--- src/rtl/ebv_pkg.sv ---
// Shared types, constants and helpers for the EBV varint codec.
package ebv_pkg;

  // Field widths
  localparam int unsigned ValueW = 32;
  localparam int unsigned ByteW  = 8;
  localparam int unsigned GroupW = 7;
  localparam int unsigned AccW   = 28;
  localparam int unsigned PosW   = 3;
  localparam int unsigned LenW   = 3;

  // Byte format
  localparam logic [ByteW-1:0] ContBit = 8'h80;
  localparam logic [PosW-1:0]  MaxBytes = 3'd5;
  localparam logic [PosW-1:0]  LastIdx  = 3'd4;

  // Length thresholds
  localparam logic [ValueW-1:0] Max1 = 32'h0000_007f;
  localparam logic [ValueW-1:0] Max2 = 32'h0000_3fff;
  localparam logic [ValueW-1:0] Max3 = 32'h001f_ffff;
  localparam logic [ValueW-1:0] Max4 = 32'h0fff_ffff;

  typedef enum logic {
    CmdEncode = 1'b0,
    CmdDecode = 1'b1
  } cmd_e;

  typedef enum logic [1:0] {
    StEncByte  = 2'd0,
    StDecDone  = 2'd1,
    StDecTrunc = 2'd2
  } status_e;

  // One result beat
  typedef struct packed {
    status_e             status;
    logic [ByteW-1:0]    out_byte;
    logic [ValueW-1:0]   decoded_value;
    logic [LenW-1:0]     length;
    logic                last;
  } result_t;

  // Decoder running state
  typedef struct packed {
    logic [PosW-1:0] pos;
    logic [AccW-1:0] acc;
  } dec_state_t;

  // Smallest byte count that holds v
  function automatic logic [LenW-1:0] encoded_length(input logic [ValueW-1:0] v);
    logic [LenW-1:0] len;
    if (v <= Max1)      len = 3'd1;
    else if (v <= Max2) len = 3'd2;
    else if (v <= Max3) len = 3'd3;
    else if (v <= Max4) len = 3'd4;
    else                len = MaxBytes;
    return len;
  endfunction

endpackage

--- src/rtl/ebv_beat_gen.sv ---
// Per-beat result logic: one encoded byte or one decode step.
module ebv_beat_gen (
  input  logic                        command_i,
  input  logic [31:0]                 value_i,
  input  logic [7:0]                  data_byte_i,
  input  logic                        end_of_buffer_i,
  input  logic [2:0]                  beat_idx_i,
  input  ebv_pkg::dec_state_t         dec_q_i,
  output logic                        res_valid_o,
  output ebv_pkg::result_t            res_o,
  output ebv_pkg::dec_state_t         dec_d_o
);
  import ebv_pkg::*;

  logic [LenW-1:0]   enc_len;
  logic [ByteW-1:0]  enc_byte;
  logic [GroupW-1:0] grp;
  logic              enc_more;
  logic [AccW-1:0]   acc_shift;
  logic [AccW-1:0]   acc_new;
  logic [GroupW-1:0] dbits;

  // Encoder: pick the 7-bit group for this beat
  always_comb begin
    enc_len  = encoded_length(value_i);
    enc_more = ({1'b0, beat_idx_i} + 4'd1) < {1'b0, enc_len};
    case (beat_idx_i)
      3'd0:    grp = value_i[6:0];
      3'd1:    grp = value_i[13:7];
      3'd2:    grp = value_i[20:14];
      3'd3:    grp = value_i[27:21];
      default: grp = '0;
    endcase
    if (beat_idx_i >= LastIdx) begin
      enc_byte = {4'b0, value_i[31:28]};
    end else begin
      enc_byte = {1'b0, grp} | (enc_more ? ContBit : '0);
    end
  end

  // Decoder: merge this byte's group into the accumulator
  always_comb begin
    dbits = data_byte_i[6:0];
    case (dec_q_i.pos)
      3'd0:    acc_shift = {21'b0, dbits};
      3'd1:    acc_shift = {14'b0, dbits, 7'b0};
      3'd2:    acc_shift = {7'b0, dbits, 14'b0};
      3'd3:    acc_shift = {dbits, 21'b0};
      default: acc_shift = '0;
    endcase
    acc_new = dec_q_i.acc | acc_shift;
  end

  always_comb begin
    res_valid_o = 1'b1;
    res_o       = '0;
    dec_d_o     = dec_q_i;
    if (command_i == CmdEncode) begin
      res_o.status   = StEncByte;
      res_o.out_byte = enc_byte;
      res_o.length   = enc_len;
      res_o.last     = !enc_more;
    end else if (dec_q_i.pos >= LastIdx) begin
      // fifth byte always closes the vector
      res_o.status        = StDecDone;
      res_o.decoded_value = {data_byte_i[3:0], dec_q_i.acc};
      res_o.length        = MaxBytes;
      res_o.last          = 1'b1;
      dec_d_o             = '0;
    end else if (!data_byte_i[7]) begin
      res_o.status        = StDecDone;
      res_o.decoded_value = {4'b0, acc_new};
      res_o.length        = dec_q_i.pos + 3'd1;
      res_o.last          = 1'b1;
      dec_d_o             = '0;
    end else if (end_of_buffer_i) begin
      // continuation on the last available byte
      res_o.status = StDecTrunc;
      res_o.last   = 1'b1;
      dec_d_o      = '0;
    end else begin
      res_valid_o = 1'b0;
      dec_d_o.pos = dec_q_i.pos + 3'd1;
      dec_d_o.acc = acc_new;
    end
  end

endmodule

--- src/rtl/ebv_varint_codec.sv ---
// Top level of the EBV varint encoder/decoder.
//
//   channel | direction | beat contents
//   --------+-----------+------------------------------------------------
//   in      | input     | command, value, data_byte, end_of_buffer
//   out     | output    | status, out_byte, decoded_value, length, last
//
// Decode bytes stream in at one per cycle while out is not stalled.
// An encode command holds the input register until its 1 to 5 bytes have
// gone to the output register, one byte per beat.
// Reset clears the decoder position and accumulator and empties both stages.
// A stall on out holds the output register; input is taken while it waits
// as long as the input register is free.
module ebv_varint_codec (
  input  logic        clk_i,
  input  logic        rst_ni,
  input  logic        in_valid_i,
  output logic        in_ready_o,
  input  logic        command_i,
  input  logic [31:0] value_i,
  input  logic [7:0]  data_byte_i,
  input  logic        end_of_buffer_i,
  output logic        out_valid_o,
  input  logic        out_ready_i,
  output logic [1:0]  status_o,
  output logic [7:0]  out_byte_o,
  output logic [31:0] decoded_value_o,
  output logic [2:0]  length_o,
  output logic        last_o
);
  import ebv_pkg::*;

  // input stage
  logic              s1_valid_q, s1_valid_d;
  logic              cmd_q;
  logic [ValueW-1:0] value_q;
  logic [ByteW-1:0]  byte_q;
  logic              eob_q;
  logic [PosW-1:0]   idx_q, idx_d;

  // decoder state
  dec_state_t dec_q, dec_d, dec_next;

  // output stage
  logic    out_valid_q, out_valid_d;
  result_t res_q, res;
  logic    res_valid;

  logic can_load, beat_fire, s1_done, in_fire;

  ebv_beat_gen u_beat_gen (
    .command_i       (cmd_q),
    .value_i         (value_q),
    .data_byte_i     (byte_q),
    .end_of_buffer_i (eob_q),
    .beat_idx_i      (idx_q),
    .dec_q_i         (dec_q),
    .res_valid_o     (res_valid),
    .res_o           (res),
    .dec_d_o         (dec_next)
  );

  // handshake between stages
  always_comb begin
    can_load    = !out_valid_q || out_ready_i;
    beat_fire   = s1_valid_q && res_valid && can_load;
    s1_done     = s1_valid_q && (!res_valid || (can_load && res.last));
    in_ready_o  = !s1_valid_q || s1_done;
    in_fire     = in_valid_i && in_ready_o;

    s1_valid_d  = in_fire ? 1'b1 : (s1_done ? 1'b0 : s1_valid_q);
    if (in_fire)        idx_d = '0;
    else if (beat_fire) idx_d = idx_q + 3'd1;
    else                idx_d = idx_q;

    dec_d       = s1_done ? dec_next : dec_q;
    out_valid_d = beat_fire ? 1'b1 : (out_ready_i ? 1'b0 : out_valid_q);
  end

  // control state
  always_ff @(posedge clk_i or negedge rst_ni) begin
    if (!rst_ni) begin
      s1_valid_q  <= 1'b0;
      idx_q       <= '0;
      dec_q       <= '0;
      out_valid_q <= 1'b0;
    end else begin
      s1_valid_q  <= s1_valid_d;
      idx_q       <= idx_d;
      dec_q       <= dec_d;
      out_valid_q <= out_valid_d;
    end
  end

  // payload registers
  always_ff @(posedge clk_i) begin
    if (in_fire) begin
      cmd_q   <= command_i;
      value_q <= value_i;
      byte_q  <= data_byte_i;
      eob_q   <= end_of_buffer_i;
    end
    if (beat_fire) begin
      res_q <= res;
    end
  end

  assign out_valid_o     = out_valid_q;
  assign status_o        = res_q.status;
  assign out_byte_o      = res_q.out_byte;
  assign decoded_value_o = res_q.decoded_value;
  assign length_o        = res_q.length;
  assign last_o          = res_q.last;

endmodule
--- config.mk ---
export PLATFORM = sky130hd
export DESIGN_NAME = ebv_varint_codec
export DESIGN_NICKNAME = d
export VERILOG_FILES = /design/src/rtl/ebv_pkg.sv /design/src/rtl/ebv_beat_gen.sv /design/src/rtl/ebv_varint_codec.sv
export SDC_FILE = /design/constraint.sdc
export NUM_CORES = 1
export LEC_CHECK = 0
export BUFFER_PORTS_ARGS = -buffer_cell sky130_fd_sc_hd__buf_2
export CAP_MARGIN = 20
export CELL_PAD_IN_SITES_DETAIL_PLACEMENT = 1
export CELL_PAD_IN_SITES_GLOBAL_PLACEMENT = 2
export CORE_ASPECT_RATIO = 0.5
export CORE_MARGIN = 1.5
export CORE_UTILIZATION = 34
export CTS_CLUSTER_SIZE = 30
export DETAILED_ROUTE_END_ITERATION = 12
export HOLD_SLACK_MARGIN = 0.05
export PLACE_DENSITY = 0.81
export SETUP_SLACK_MARGIN = 0.15
export SYNTH_ARGS = -nofsm -noshare
export SYNTH_HDL_FRONTEND = slang
export SYNTH_SLANG_ARGS = --single-unit
--- constraint.sdc ---
create_clock -name clk_i -period 3.3 [get_ports clk_i]
set_input_delay 0.33 -clock clk_i [delete_from_list [all_inputs] [get_ports clk_i]]
set_output_delay 0.33 -clock clk_i [all_outputs]
set_load 0.02 [all_outputs]
==> results.txt, run 1 <==
The peak supply drop is 343 uV. The number of instances in the synthesized netlist came out at 391. The residual overflow from global routing is 0.

TritonCTS built the clock tree. The final cell count without fillers came out at 701. The net switching fraction of the power came out at 34.8%.

Sorting the synthesized cells by area gives the leading types as sky130_fd_sc_hd__edfxtp_1 (52%), sky130_fd_sc_hd__dfrtp_1 (18%), sky130_fd_sc_hd__a21oi_1 (5.1%). The largest area contributor in the synthesized netlist is sky130_fd_sc_hd__edfxtp_1. The critical path arrival came out at 3040 ps. The share of the yosys chip area belonging to registers is 69.6%.

Across the run, the number of max-cap violations was 0. The number of global-route vias before repair came to 3599. From synthesis to final layout, the design area changed by 27.1%. The clock buffer count from CTS is 17. Counting every net in the synthesized netlist gives 449.

The slew of the pin with the lowest slew margin came out at 859 ps. The internal power contribution came out at 0.00403 W. In the synthesized netlist the dominant register cell turns out to be sky130_fd_sc_hd__edfxtp_1. The total number of placement rows is 31. The top cell types in the final layout, fill and taps aside, are sky130_fd_sc_hd__buf_2 (93), sky130_fd_sc_hd__edfxtp_1 (88), sky130_fd_sc_hd__a21oi_1 (52), sky130_fd_sc_hd__nor2_1 (52), sky130_fd_sc_hd__dfrtp_1 (36).

The number of antenna-violating nets in the routed design came out at 0. The clock tree root buffer cell is sky130_fd_sc_hd__clkbuf_16. The final count of negative-setup-slack endpoints came out at 1. Detailed placement finished with a half-perimeter wire length of 8.48 mm.

The total routed wirelength came out at 12.6 mm. The setup path with the least slack is of type flip-flop to primary output. In this run the worst path has a maximum fanout of 4.

The final worst-path cycle share came out at 102%. In this run the worst hold path is classified as input pin to flip-flop. At the end of routability-driven placement, the weighted congestion stood at 0.780. The leakage power figure came out at 2.67 nW. The number of failing hold endpoints at the final stage is 0. The count of filler cells inserted in the layout is 1574.

After synthesis the netlist holds a flip-flop and latch count of 124. The number of antenna violations at the first check in global routing was 0. Of the post-synthesis cell area, the dominant cell type holds 51.9%. The worst-case setup margin in the final layout is -73.6 ps. The die width came out at 176 um. Once layout is done, the placed cells without fillers occupy 6470 um^2. The total core area came out at 14500 um^2.

Entering global routing, the biggest net connects 37 pins. The fraction of final layout cells sized beyond drive strength 1 is 30.6%. The register area came out at 3540 um^2. The routed layout has 3476 vias. The fmax is 296 MHz. The worst hold margin is 89.0 ps.

The routed design could run at a clock period as short as 3370 ps. The initial core utilization came out at 35.0%. The first global-routing pass estimated 19.7 mm of wire.

The clock transition at the registers of the reported paths is 60 ps. The H-tree depth reported by CTS came out at 4. The async set-reset flop share out of synthesis came out at 29.0%. Setup repair after global routing could not meet its margin everywhere.

The final antenna diode count is 0. The library cell used most frequently in the layout, excluding fill and tap cells, is sky130_fd_sc_hd__buf_2. The mapped netlist covers 5090 um^2. The share of total power in sequential cells is 41.0%.

The number of iterations in the first detailed-routing pass is 4. The endpoint required time on the critical path is 2970 ps. The clock skew came out at 8.91 ps. The die height is 89.5 um. The number of enable flip-flop cells after synthesis is 88.

The residual DRC count came out at 0. Dividing the synthesized area by the synthesized cell count gives 13.0 um^2. The number of buffers on the longest clock path is 2.

The relative contribution of combinational cells to total power came out at 28.7%. The mean number of vias per cell is 4.96. The multi-input combinational cells in the finished layout cover a total of 1410 um^2.

The overall global routing resource usage is 16.9%. The net count of the finished layout is 548. The post-route core utilization is 44.5%. The checks that failed: setup timing. The power density of the placed cells is 955 nW/um^2.

The area of the die is 15800 um^2. Yosys printed 0 warnings. The nature of the critical path startpoint is a flip-flop. The number of DRC violations after detailed-routing iteration 0 is 199. The count of input and output buffers came out at 93. The worst max-slew margin expressed relative to the limit came out at 42.7%. The flow ran to the end, but the final reports show violations. The net switching power came out at 0.00215 W.

The number of different library cells used by synthesis comes to 42. The number of placed instances, taps included came out at 661. The count of pins on the block boundary came out at 94. The clock network latency to the later pin of the worst-skew pair is 410 ps. The final-report max-slew violation count came out at 0. Dividing the detail-routed wire length by the instance count gives 18.0 um. The portion of total power attributed to the clock network is 30.3%. STA classifies the critical path endpoint as a primary output. For the final routed database, the setup TNS stands at -73.6 ps. The post-placement cell area is 5770 um^2. Clock tree synthesis found a total of 124 sinks.
## stage by stage
stage / setup WS [ps] / total power, W
floorplan: 396 / 0.00363
global placement: 287 / 0.00423
detailed placement: 201 / 0.00429
CTS: -89.4 / 0.00621
global route: -181 / 0.00652
finish: -73.6 / 0.00618
## routing by layer
layer	vias up	track usage [%]	wire length (um)
li1	1653	-	-
met1	1721	22.0	5930
met2	89	27.9	6030
met3	13	3.78	516
met4	0	6.37	146
met5	-	0	0
## critical path, cell delays in order (launching register included)
cell                       delay, ps
sky130_fd_sc_hd__edfxtp_1        390
sky130_fd_sc_hd__or4_4           580
sky130_fd_sc_hd__nor3_4          250
sky130_fd_sc_hd__buf_4           140
sky130_fd_sc_hd__buf_4           100
sky130_fd_sc_hd__ha_1            210
sky130_fd_sc_hd__o21ai_1          80
sky130_fd_sc_hd__a21oi_1          80
sky130_fd_sc_hd__or4_4           450
sky130_fd_sc_hd__a31o_1          200
sky130_fd_sc_hd__buf_2           160
## synthesized netlist by cell type (all sizes together) (2+ instances only)
master and number:
nand2 17, ha 12, a22o 14, o31ai 2
mux2i 2, nor3 3, or4 4, a211oi 3
inv 11, a21oi 52, clkbuf 15, or3 2
nor2b 5, nand2b 2, nand3 2, buf 14
dfrtp 36, a222oi 7, edfxtp 88, nor2 53
nand4 4, a21o 2, o21ai 17, o211ai 3
and3 10, o41ai 2
## final timing paths
kind                        startpoint     endpoint  slack [ps]  cells past startpoint
setup / recovery           value_q[31]   in_ready_o         -70                     10
hold / removal             value_i[27]  value_q[27]          90                      1
setup reg to reg           value_q[31]  value_q[14]         380                      9
hold reg to reg              dec_q[20]    dec_q[20]         500                      2
max in group asynchronous       rst_ni    dec_q[24]        2180                      2
min in group asynchronous       rst_ni    dec_q[23]         560                      2
## registers in the layout, summed over array words and instances, names as in the netlist
name and cells:
byte_q 8, cmd_q 1, dec_q 31, decoded_value_o 32, eob_q 1, idx_q 3
last_o 1, length_o 3, out_byte_o 8, out_valid_o 1, s1_valid_q 1, status_o 2
value_q 32
## logic make-up (layout without fill, tap and decap cells)
| kind of cell | Yosys count | in the layout | synth area share, % |
|---|---|---|---|
| and+or+nand+nor | 107 | 107 | 10.4 |
| AOI/OAI and AO/OA | 106 | 106 | 13.3 |
| adders and majority gates | 12 | 12 | 2.95 |
| DFF | 124 | 124 | 69.6 |
| muxes | 2 | 2 | 0.393 |
| buffers and inverters | 40 | 152 | 3.24 |
## timing repair
item / in CTS / in global routing
gates cloned: 0 / 0
setup buffers: 4 / 3
gates resized for setup: 5 / 2
hold buffers: 1 / 0
endpoints found under the setup margin: 21 / 33
hold endpoints to repair: 34 / 0
pin swaps: 3 / 2
## power groups by stage
stage | sequential, W | combinational, W | clock [W]
after global routing | 0.00258 | 0.00197 | 0.00196
after floorplan | 0.00270 | 0.000926 | 0
final | 0.00253 | 0.00177 | 0.00187
after CTS | 0.00253 | 0.00177 | 0.00190
after global placement | 0.00253 | 0.00170 | 0
after detailed placement | 0.00255 | 0.00173 | 0
## layout make-up
class / instances / share of cell area (%)
clock buffers: 21 / 7.78
clock inverters: 11 / 1.63
inverters: 11 / 0.638
multi-input cells: 227 / 21.9
flip-flops and latches: 124 / 54.8
well taps: 198 / 3.83
repair buffers: 109 / 9.48
Note: power is estimated with default switching activity, not from simulation.
==> inputs of run 2 (changes only) <==
Settings changed: ABC_AREA from default to 1, CORE_UTILIZATION 34 to 33.
==> results.txt, run 2 <==
Result of the run: finished, final reports clean (was finished, violations left). The CTS tree is built (unchanged). The capture point of the worst reg-to-reg path is value_q[19] (was value_q[14]). The leakage power figure is 2.71 nW (was 2.67 nW). The worst max-slew margin expressed relative to the limit is 38.1% (was 42.7%). The net total in the final layout came out at 603 (was 548). The die height is 91.3 um (was 89.5 um). The number of instances in the synthesized netlist is 436 (was 391).

Most frequent cells in the layout: sky130_fd_sc_hd__buf_2 (93), sky130_fd_sc_hd__edfxtp_1 (88), sky130_fd_sc_hd__inv_1 (67), sky130_fd_sc_hd__nor2_1 (52), sky130_fd_sc_hd__nand2_1 (52) (was sky130_fd_sc_hd__buf_2 (93), sky130_fd_sc_hd__edfxtp_1 (88), sky130_fd_sc_hd__a21oi_1 (52), sky130_fd_sc_hd__nor2_1 (52), sky130_fd_sc_hd__dfrtp_1 (36)). The area of the die is 16400 um^2 (was 15800 um^2). The top fanout value on the critical path is 5 (was 4). The number of enable flip-flop cells after synthesis is 88 (unchanged).

The overall global routing resource usage is 16.2% (was 16.9%). The leading cell type in the layout, fill and taps excluded was sky130_fd_sc_hd__buf_2 (unchanged). The number of DRC violations after detailed-routing iteration 0 came out at 183 (was 199). Commonest cells post-synth: sky130_fd_sc_hd__edfxtp_1 (88), sky130_fd_sc_hd__inv_1 (67), sky130_fd_sc_hd__nand2_1 (52), sky130_fd_sc_hd__nor2_1 (52), sky130_fd_sc_hd__dfrtp_1 (36) (was sky130_fd_sc_hd__edfxtp_1 (88), sky130_fd_sc_hd__a21oi_1 (52), sky130_fd_sc_hd__nor2_1 (52)).

The endpoint required time on the critical path came out at 2970 ps (about the same). The fmax came out at 365 MHz (was 296 MHz). The largest area contributor in the synthesized netlist is sky130_fd_sc_hd__edfxtp_1 (unchanged).

The fraction of final layout cells sized beyond drive strength 1 came out at 25.4% (was 30.6%). The register area came out at 3540 um^2 (unchanged). The final antenna diode count is 0 (unchanged). The clock transition at the registers of the reported paths was 60 ps (about the same). The critical path arrival is 2410 ps (was 3040 ps). The cell area after technology mapping came out at 5140 um^2 (was 5090 um^2). The number of antenna-violating nets in the routed design is 0 (unchanged). The mean number of vias per cell is 4.70 (was 4.96). The critical path endpoint category was a primary output (unchanged). The clock sink count came out at 124 (unchanged). The placer congestion estimate was 0.758 (was 0.780).

The unique cell type count in the Yosys netlist came out at 29 (was 42). The residual DRC count came to 0 (unchanged). The initial core utilization came out at 34.7% (was 35.0%). The final-report max-slew violation count came out at 0 (unchanged). The number of cells traversed by the worst register-to-register path is 14 (was 9). The total core area is 14800 um^2 (was 14500 um^2). The clock tree root buffer cell is sky130_fd_sc_hd__clkbuf_16 (unchanged).

The final count of negative-setup-slack endpoints is 0 (was 1). The number of buffers on the longest clock path is 2 (unchanged). The total of hold buffers inserted after clock tree synthesis is 0 (was 1). The most instantiated library cell after synthesis is sky130_fd_sc_hd__edfxtp_1 (unchanged). The number of iterations in the first detailed-routing pass came to 4 (unchanged).

The signed area change from the synthesized netlist to the final layout is 24.5% (was 27.1%). The count of pins on the block boundary is 94 (unchanged). The register bit count reported by yosys is 124 (unchanged). The count of input and output buffers is 93 (unchanged). The clock buffer count from CTS is 17 (unchanged).

The number of nets produced by synthesis is 494 (was 449). The mean instance size in the synthesized netlist came to 11.8 um^2 (was 13.0 um^2). Main area contributors after synthesis: sky130_fd_sc_hd__edfxtp_1 (51%), sky130_fd_sc_hd__dfrtp_1 (18%), sky130_fd_sc_hd__inv_1 (4.9%) (was sky130_fd_sc_hd__edfxtp_1 (52%), sky130_fd_sc_hd__dfrtp_1 (18%), sky130_fd_sc_hd__a21oi_1 (5.1%)). The clock skew is 12.2 ps (was 8.91 ps). The count of filler cells inserted in the layout came out at 1636 (was 1574). The overall power consumption came out at 0.00582 W (was 0.00618 W).

Unrepaired setup endpoints after global routing: false (was true). The residual overflow from global routing came out at 0 (unchanged). The number of max-cap violations came out at 0 (unchanged).

The synthesized-area fraction occupied by adder cells is 2.92% (was 2.95%). The post-cts repair resize count came out at 0 (was 5). The total number of placement rows came to 31 (unchanged).

The summed negative setup slack over all endpoints came out at 0 ps (was -73.6 ps). The register-to-register setup slack came out at 800 ps (was 380 ps). The number of buffers added for setup after CTS came out at 0 (was 4).

The peak supply drop is 345 uV (was 343 uV). The commonest register cell after synthesis is sky130_fd_sc_hd__edfxtp_1 (unchanged). The worst hold-check path type is input pin to asynchronous set/reset pin (was input pin to flip-flop). The number of global-route vias before repair came to 3837 (was 3599). The first-pass GRT wire length came out at 20.3 mm (was 19.7 mm). The fraction of the mapped netlist area in simple logic gates came to 9.91% (was 10.4%). The pin count of the biggest net entering global routing was 37 (unchanged).

The H-tree depth reported by CTS came out at 4 (unchanged). The placed wire-length estimate after detailed placement is 8.52 mm (was 8.48 mm). The share of the yosys chip area belonging to registers is 68.9% (was 69.6%). The number of antenna violations at the first check in global routing came out at 0 (unchanged).

The routed length per instance came out at 16.6 um (was 18.0 um). The clock period minus worst slack was 2740 ps (was 3370 ps). The final worst-path cycle share is 82.9% (was 102%). The share of the synthesized area in the top cell type came out at 51.4% (was 51.9%).

The multi-input gate area in the final layout is 1270 um^2 (was 1410 um^2). The nature of the critical path startpoint is a flip-flop (unchanged). The finished layout cell area is 6400 um^2 (was 6470 um^2). The post-route core utilization came out at 43.2% (was 44.5%). The async set-reset flop share out of synthesis came out at 29.0% (unchanged). The die width is 179 um (was 176 um). The area share of xor/xnor cells in the synthesized design is 0.170% (was 0%).

The slew of the pin with the lowest slew margin came out at 928 ps (was 859 ps). The post-placement cell area came to 5840 um^2 (was 5770 um^2). The mux contribution to synthesized area came to 0.195% (was 0.393%).

The clock network latency to the later pin of the worst-skew pair came out at 410 ps (about the same). The synthesized-area fraction occupied by ao, oa, aoi and oai cells is 11.2% (was 13.3%). The total routed wirelength was 12.5 mm (was 12.6 mm). The number of failing hold endpoints at the final stage was 0 (unchanged). The startpoint of the worst-slack reg-to-reg timing path is value_q[27] (was value_q[31]). The total vias in the final route is 3552 (was 3476).

The combinational family with the most area after synthesis is compound AO/OA/AOI/OAI gates (unchanged). The critical setup path kind is flip-flop to primary output (unchanged). The power density of the placed cells is 910 nW/um^2 (was 955 nW/um^2). The worst hold margin came to 56.3 ps (was 89.0 ps). The number of warnings reported in the yosys synthesis log is 0 (unchanged).
run 2: worst max path at each step:
stage | startpoint | endpoint | slack (ps) | cells past startpoint
finish | value_q[27] | in_ready_o | 560 | 14
global route | value_q[27] | in_ready_o | 280 | 14
CTS | value_q[27] | in_ready_o | 540 | 14
detailed placement | value_q[22] | value_q[4] | 820 | 12
global placement | value_q[26] | value_q[6] | 890 | 14
floorplan | value_q[23] | byte_q[0] | 200 | 11
run 2: logic make-up after synthesis:
family | count (synthesis)
simple gates | 121
fa+ha+maj | 12
buf+inv | 81
xor+xnor | 1
mux | 1
compound gates | 96
flops | 124
run 2: cell type report:
cell class,count,area share (%)
timing repair buffer,100,8.10
clock buffer,22,7.25
multi-input combinational,231,19.8
tap,198,3.87
inverter,71,4.17
clock inverter,10,1.43
sequential,124,55.4
run 2: metrics by stage:
| stage | std cells | worst slack (ps) |
|---|---|---|
| CTS | 756 | 541 |
| global placement | 724 | 889 |
| global route | 756 | 278 |
| floorplan | 436 | 200 |
| finish | 756 | 564 |
| detailed placement | 724 | 819 |
run 2: layer usage:
metal	GRT usage, %	wire length (um)
met1	20.3	5790
met2	27.5	6060
met3	3.93	523
met4	5.83	130
met5	0	0
run 2: report_power, final:
group	total (W)	leakage [nW]	switching (W)	internal [W]
clock	0.00177	0.270	0.000694	0.00107
sequential	0.00235	1.35	0.000171	0.00218
combinational	0.00170	1.09	0.00120	0.000497
total	0.00582	2.71	0.00207	0.00375
run 2: worst max-delay path, cell delays in order, from the launching register on:
cell and delay, ps:
sky130_fd_sc_hd__edfxtp_1 360, sky130_fd_sc_hd__inv_1 90, sky130_fd_sc_hd__nand2_1 70, sky130_fd_sc_hd__nor2_1 120, sky130_fd_sc_hd__nand2_1 90, sky130_fd_sc_hd__nor2_2 160, sky130_fd_sc_hd__o31ai_1 130, sky130_fd_sc_hd__ha_1 300
sky130_fd_sc_hd__nand2_1 70, sky130_fd_sc_hd__nand2_1 50, sky130_fd_sc_hd__nand2_1 80, sky130_fd_sc_hd__nand2_1 80, sky130_fd_sc_hd__nand2_1 130, sky130_fd_sc_hd__nand2_2 100, sky130_fd_sc_hd__buf_2 180
==> inputs of run 3 (changes only) <==
Clock period 3.3 ns to 2.5 ns, I/O delays scaled along.
==> results.txt, run 3 (synthesis gave the netlist of run 2 again) <==
The residual overflow from global routing came out at 0 (unchanged). The critical path endpoint category is a flip-flop (was primary output). The portion of total power attributed to the clock network came out at 31.3% (was 30.4%). The nature of the critical path startpoint was a flip-flop (unchanged).

The final count of negative-setup-slack endpoints is 43 (was 0). The clock buffer count from CTS came out at 17 (unchanged). The clock transition at the registers of the reported paths is 60 ps (about the same).

The final reports fail on setup timing. The count of input and output buffers is 93 (unchanged). The final-report max-slew violation count came to 0 (unchanged). The number of iterations in the first detailed-routing pass is 5 (was 4). The count of pins on the block boundary came out at 94 (unchanged). The clock tree root buffer cell is sky130_fd_sc_hd__clkbuf_16 (unchanged). The slew of the pin with the lowest slew margin came out at 907 ps (was 928 ps). The pin count of the biggest net entering global routing was 51 (was 37). The number of buffers on the longest clock path is 2 (unchanged).

The critical path arrival is 2690 ps (was 2410 ps). The net switching power came out at 0.00302 W (was 0.00207 W). The post-placement cell area came out at 5880 um^2 (was 5840 um^2).

The number of global-route vias before repair came to 4207 (was 3837). The signed area change from the synthesized netlist to the final layout is 43.5% (was 24.5%). The residual DRC count came out at 0 (unchanged).

The clock sink count is 124 (unchanged). Most frequent cells in the layout: sky130_fd_sc_hd__buf_2 (92), sky130_fd_sc_hd__edfxtp_1 (88), sky130_fd_sc_hd__inv_1 (60), sky130_fd_sc_hd__nor2_1 (46), sky130_fd_sc_hd__dlygate4sd3_1 (44) (was sky130_fd_sc_hd__buf_2 (93), sky130_fd_sc_hd__edfxtp_1 (88), sky130_fd_sc_hd__inv_1 (67), sky130_fd_sc_hd__nor2_1 (52), sky130_fd_sc_hd__nand2_1 (52)). The placed wire-length estimate after detailed placement is 8.64 mm (was 8.52 mm). The first-pass GRT wire length came out at 22.5 mm (was 20.3 mm).

The number of antenna violations at the first check in global routing came out at 0 (unchanged). The total number of placement rows came out at 31 (unchanged). The CTS tree is built (unchanged). Result of the run: finished, violations left (was finished, final reports clean).

The relative contribution of combinational cells to total power is 33.4% (was 29.2%). The finished layout cell area came out at 7380 um^2 (was 6400 um^2). The overall global routing resource usage is 18.1% (was 16.2%). The net total in the final layout is 677 (was 603).

The total routed wirelength is 14.8 mm (was 12.5 mm). The final antenna diode count came out at 0 (unchanged). The top fanout value on the critical path was 7 (was 5). The fraction of final layout cells sized beyond drive strength 1 was 31.5% (was 25.4%).

The number of failing hold endpoints at the final stage is 0 (unchanged). The share of total power in sequential cells is 35.3% (was 40.4%). The internal power contribution was 0.00575 W (was 0.00375 W).

The die height is 91.3 um (unchanged). The endpoint required time on the critical path came to 2640 ps (was 2970 ps). The peak supply drop came to 436 uV (was 345 uV). The summed negative setup slack over all endpoints came to -1380 ps (was 0 ps). The clock network latency to the later pin of the worst-skew pair was 420 ps (was 410 ps).

The area of the die is 16400 um^2 (unchanged). The placer congestion estimate came out at 0.781 (was 0.758). The initial core utilization is 34.7% (unchanged). The clock skew came out at 11.6 ps (was 12.2 ps). The H-tree depth reported by CTS came out at 4 (unchanged). The leakage power figure is 3.12 nW (was 2.71 nW). The count of filler cells inserted in the layout is 1602 (was 1636).

The number of DRC violations after detailed-routing iteration 0 is 248 (was 183). The leading cell type in the layout, fill and taps excluded is sky130_fd_sc_hd__buf_2 (unchanged). Unrepaired setup endpoints after global routing: true (was false). The total core area is 14800 um^2 (unchanged). The worst hold-check path type is input pin to flip-flop (was input pin to asynchronous set/reset pin). The power density of the placed cells is 1190 nW/um^2 (was 910 nW/um^2). The worst max-slew margin expressed relative to the limit is 39.5% (was 38.1%).

The fmax is 392 MHz. The number of antenna-violating nets in the routed design came out at 0 (unchanged). The mean number of vias per cell came out at 4.73 (was 4.70).

The clock period minus worst slack came out at 2550 ps. The net switching fraction of the power came out at 34.4% (was 35.5%). The routed length per instance is 17.9 um (was 16.6 um). The worst-case setup margin in the final layout came out at -52.8 ps (was 564 ps). The total vias in the final route is 3926 (was 3552). The die width came out at 179 um (unchanged).

The final worst-path cycle share came out at 102%. The number of max-cap violations came out at 0 (unchanged). The critical setup path kind is flip-flop to flip-flop (was flip-flop to primary output).
run 3: cell count changes in the layout (fill, tap and decap cells not counted), moves of 7 or more:
| cell | change |
|---|---|
| sky130_fd_sc_hd__dlygate4sd3_1 | +44 |
| sky130_fd_sc_hd__buf_4 | +18 |
| sky130_fd_sc_hd__nand2_1 | -9 |
| sky130_fd_sc_hd__buf_6 | +7 |
| sky130_fd_sc_hd__inv_1 | -7 |
| sky130_fd_sc_hd__inv_2 | +7 |
| sky130_fd_sc_hd__nand2_2 | +7 |
run 3: layout make-up:
type / instances / area [um^2] / share of cell area [%]
inverters: 71 / 267 / 3.61
flip-flops and latches: 124 / 3540 / 48.0
repair buffers: 174 / 1300 / 17.7
clock inverters: 14 / 215 / 2.92
clock buffers: 18 / 429 / 5.82
multi-input cells: 231 / 1370 / 18.6
well taps: 198 / 248 / 3.36
run 3: power groups by stage:
| stage | Sequential (W) | Combinational [W] | Clock (W) |
|---|---|---|---|
| finish | 0.00310 | 0.00293 | 0.00274 |
| global route | 0.00316 | 0.00319 | 0.00285 |
| CTS | 0.00309 | 0.00266 | 0.00277 |
| detailed placement | 0.00312 | 0.00234 | 0 |
| global placement | 0.00311 | 0.00228 | 0 |
| floorplan | 0.00345 | 0.00116 | 0 |
run 3: per-stage QoR:
| step | worst slack [ps] | hold WS [ps] | total power (W) | instances | util [%] |
|---|---|---|---|---|---|
| 3_3_place_gp | 235 | 427 | 0.00539 | 725 | 39.7 |
| 6_report | -52.8 | 168 | 0.00876 | 830 | 49.8 |
| 5_1_grt | -186 | 204 | 0.00920 | 830 | 49.8 |
| 2_1_floorplan | -89.3 | -45.6 | 0.00461 | 436 | - |
| 4_1_cts | 46.9 | 161 | 0.00852 | 820 | 48.2 |
| 3_5_place_dp | 156 | 429 | 0.00546 | 725 | 39.7 |
run 3: routing by layer:
layer	up-vias	wire (um)	track usage, %
met1	1951	6370	21.3
li1	1865	-	-
met2	92	7630	31.9
met4	0	214	6.53
met5	-	0	0
met3	18	616	4.89
run 3: worst max-delay path, cell delays in order (launching register included):
cell,delay [ps]
sky130_fd_sc_hd__edfxtp_1,400
sky130_fd_sc_hd__nor3_2,240
sky130_fd_sc_hd__nand2_2,120
sky130_fd_sc_hd__nor2_4,140
sky130_fd_sc_hd__buf_6,110
sky130_fd_sc_hd__buf_6,110
sky130_fd_sc_hd__ha_4,130
sky130_fd_sc_hd__nor2_2,40
sky130_fd_sc_hd__o31ai_1,80
sky130_fd_sc_hd__inv_1,110
sky130_fd_sc_hd__nand2_2,110
sky130_fd_sc_hd__nand2_4,60
sky130_fd_sc_hd__buf_6,120
sky130_fd_sc_hd__a21oi_4,150
sky130_fd_sc_hd__buf_6,170
sky130_fd_sc_hd__clkbuf_16,160
run 3: worst paths after layout:
check	from	endpoint	slack, ps	depth (start not counted)
setup reg to reg	value_q[23]	byte_q[3]	-50	15
hold reg to reg	dec_q[26]	dec_q[26]	520	2
hold / removal	out_ready_i	out_valid_o	170	4
max in group asynchronous	rst_ni	dec_q[0]	1410	2
setup / recovery	value_q[23]	byte_q[3]	-50	15
min in group asynchronous	rst_ni	idx_q[0]	510	2
run 3: timing repair:
item / in CTS / in global routing
endpoints found under the hold margin: 81 / 0
gates cloned: 0 / 4
pin swaps: 7 / 12
endpoints found under the setup margin: 16 / 45
buffers inserted: 19 / 6
gates resized for setup: 12 / 31
hold buffers: 44 / 0
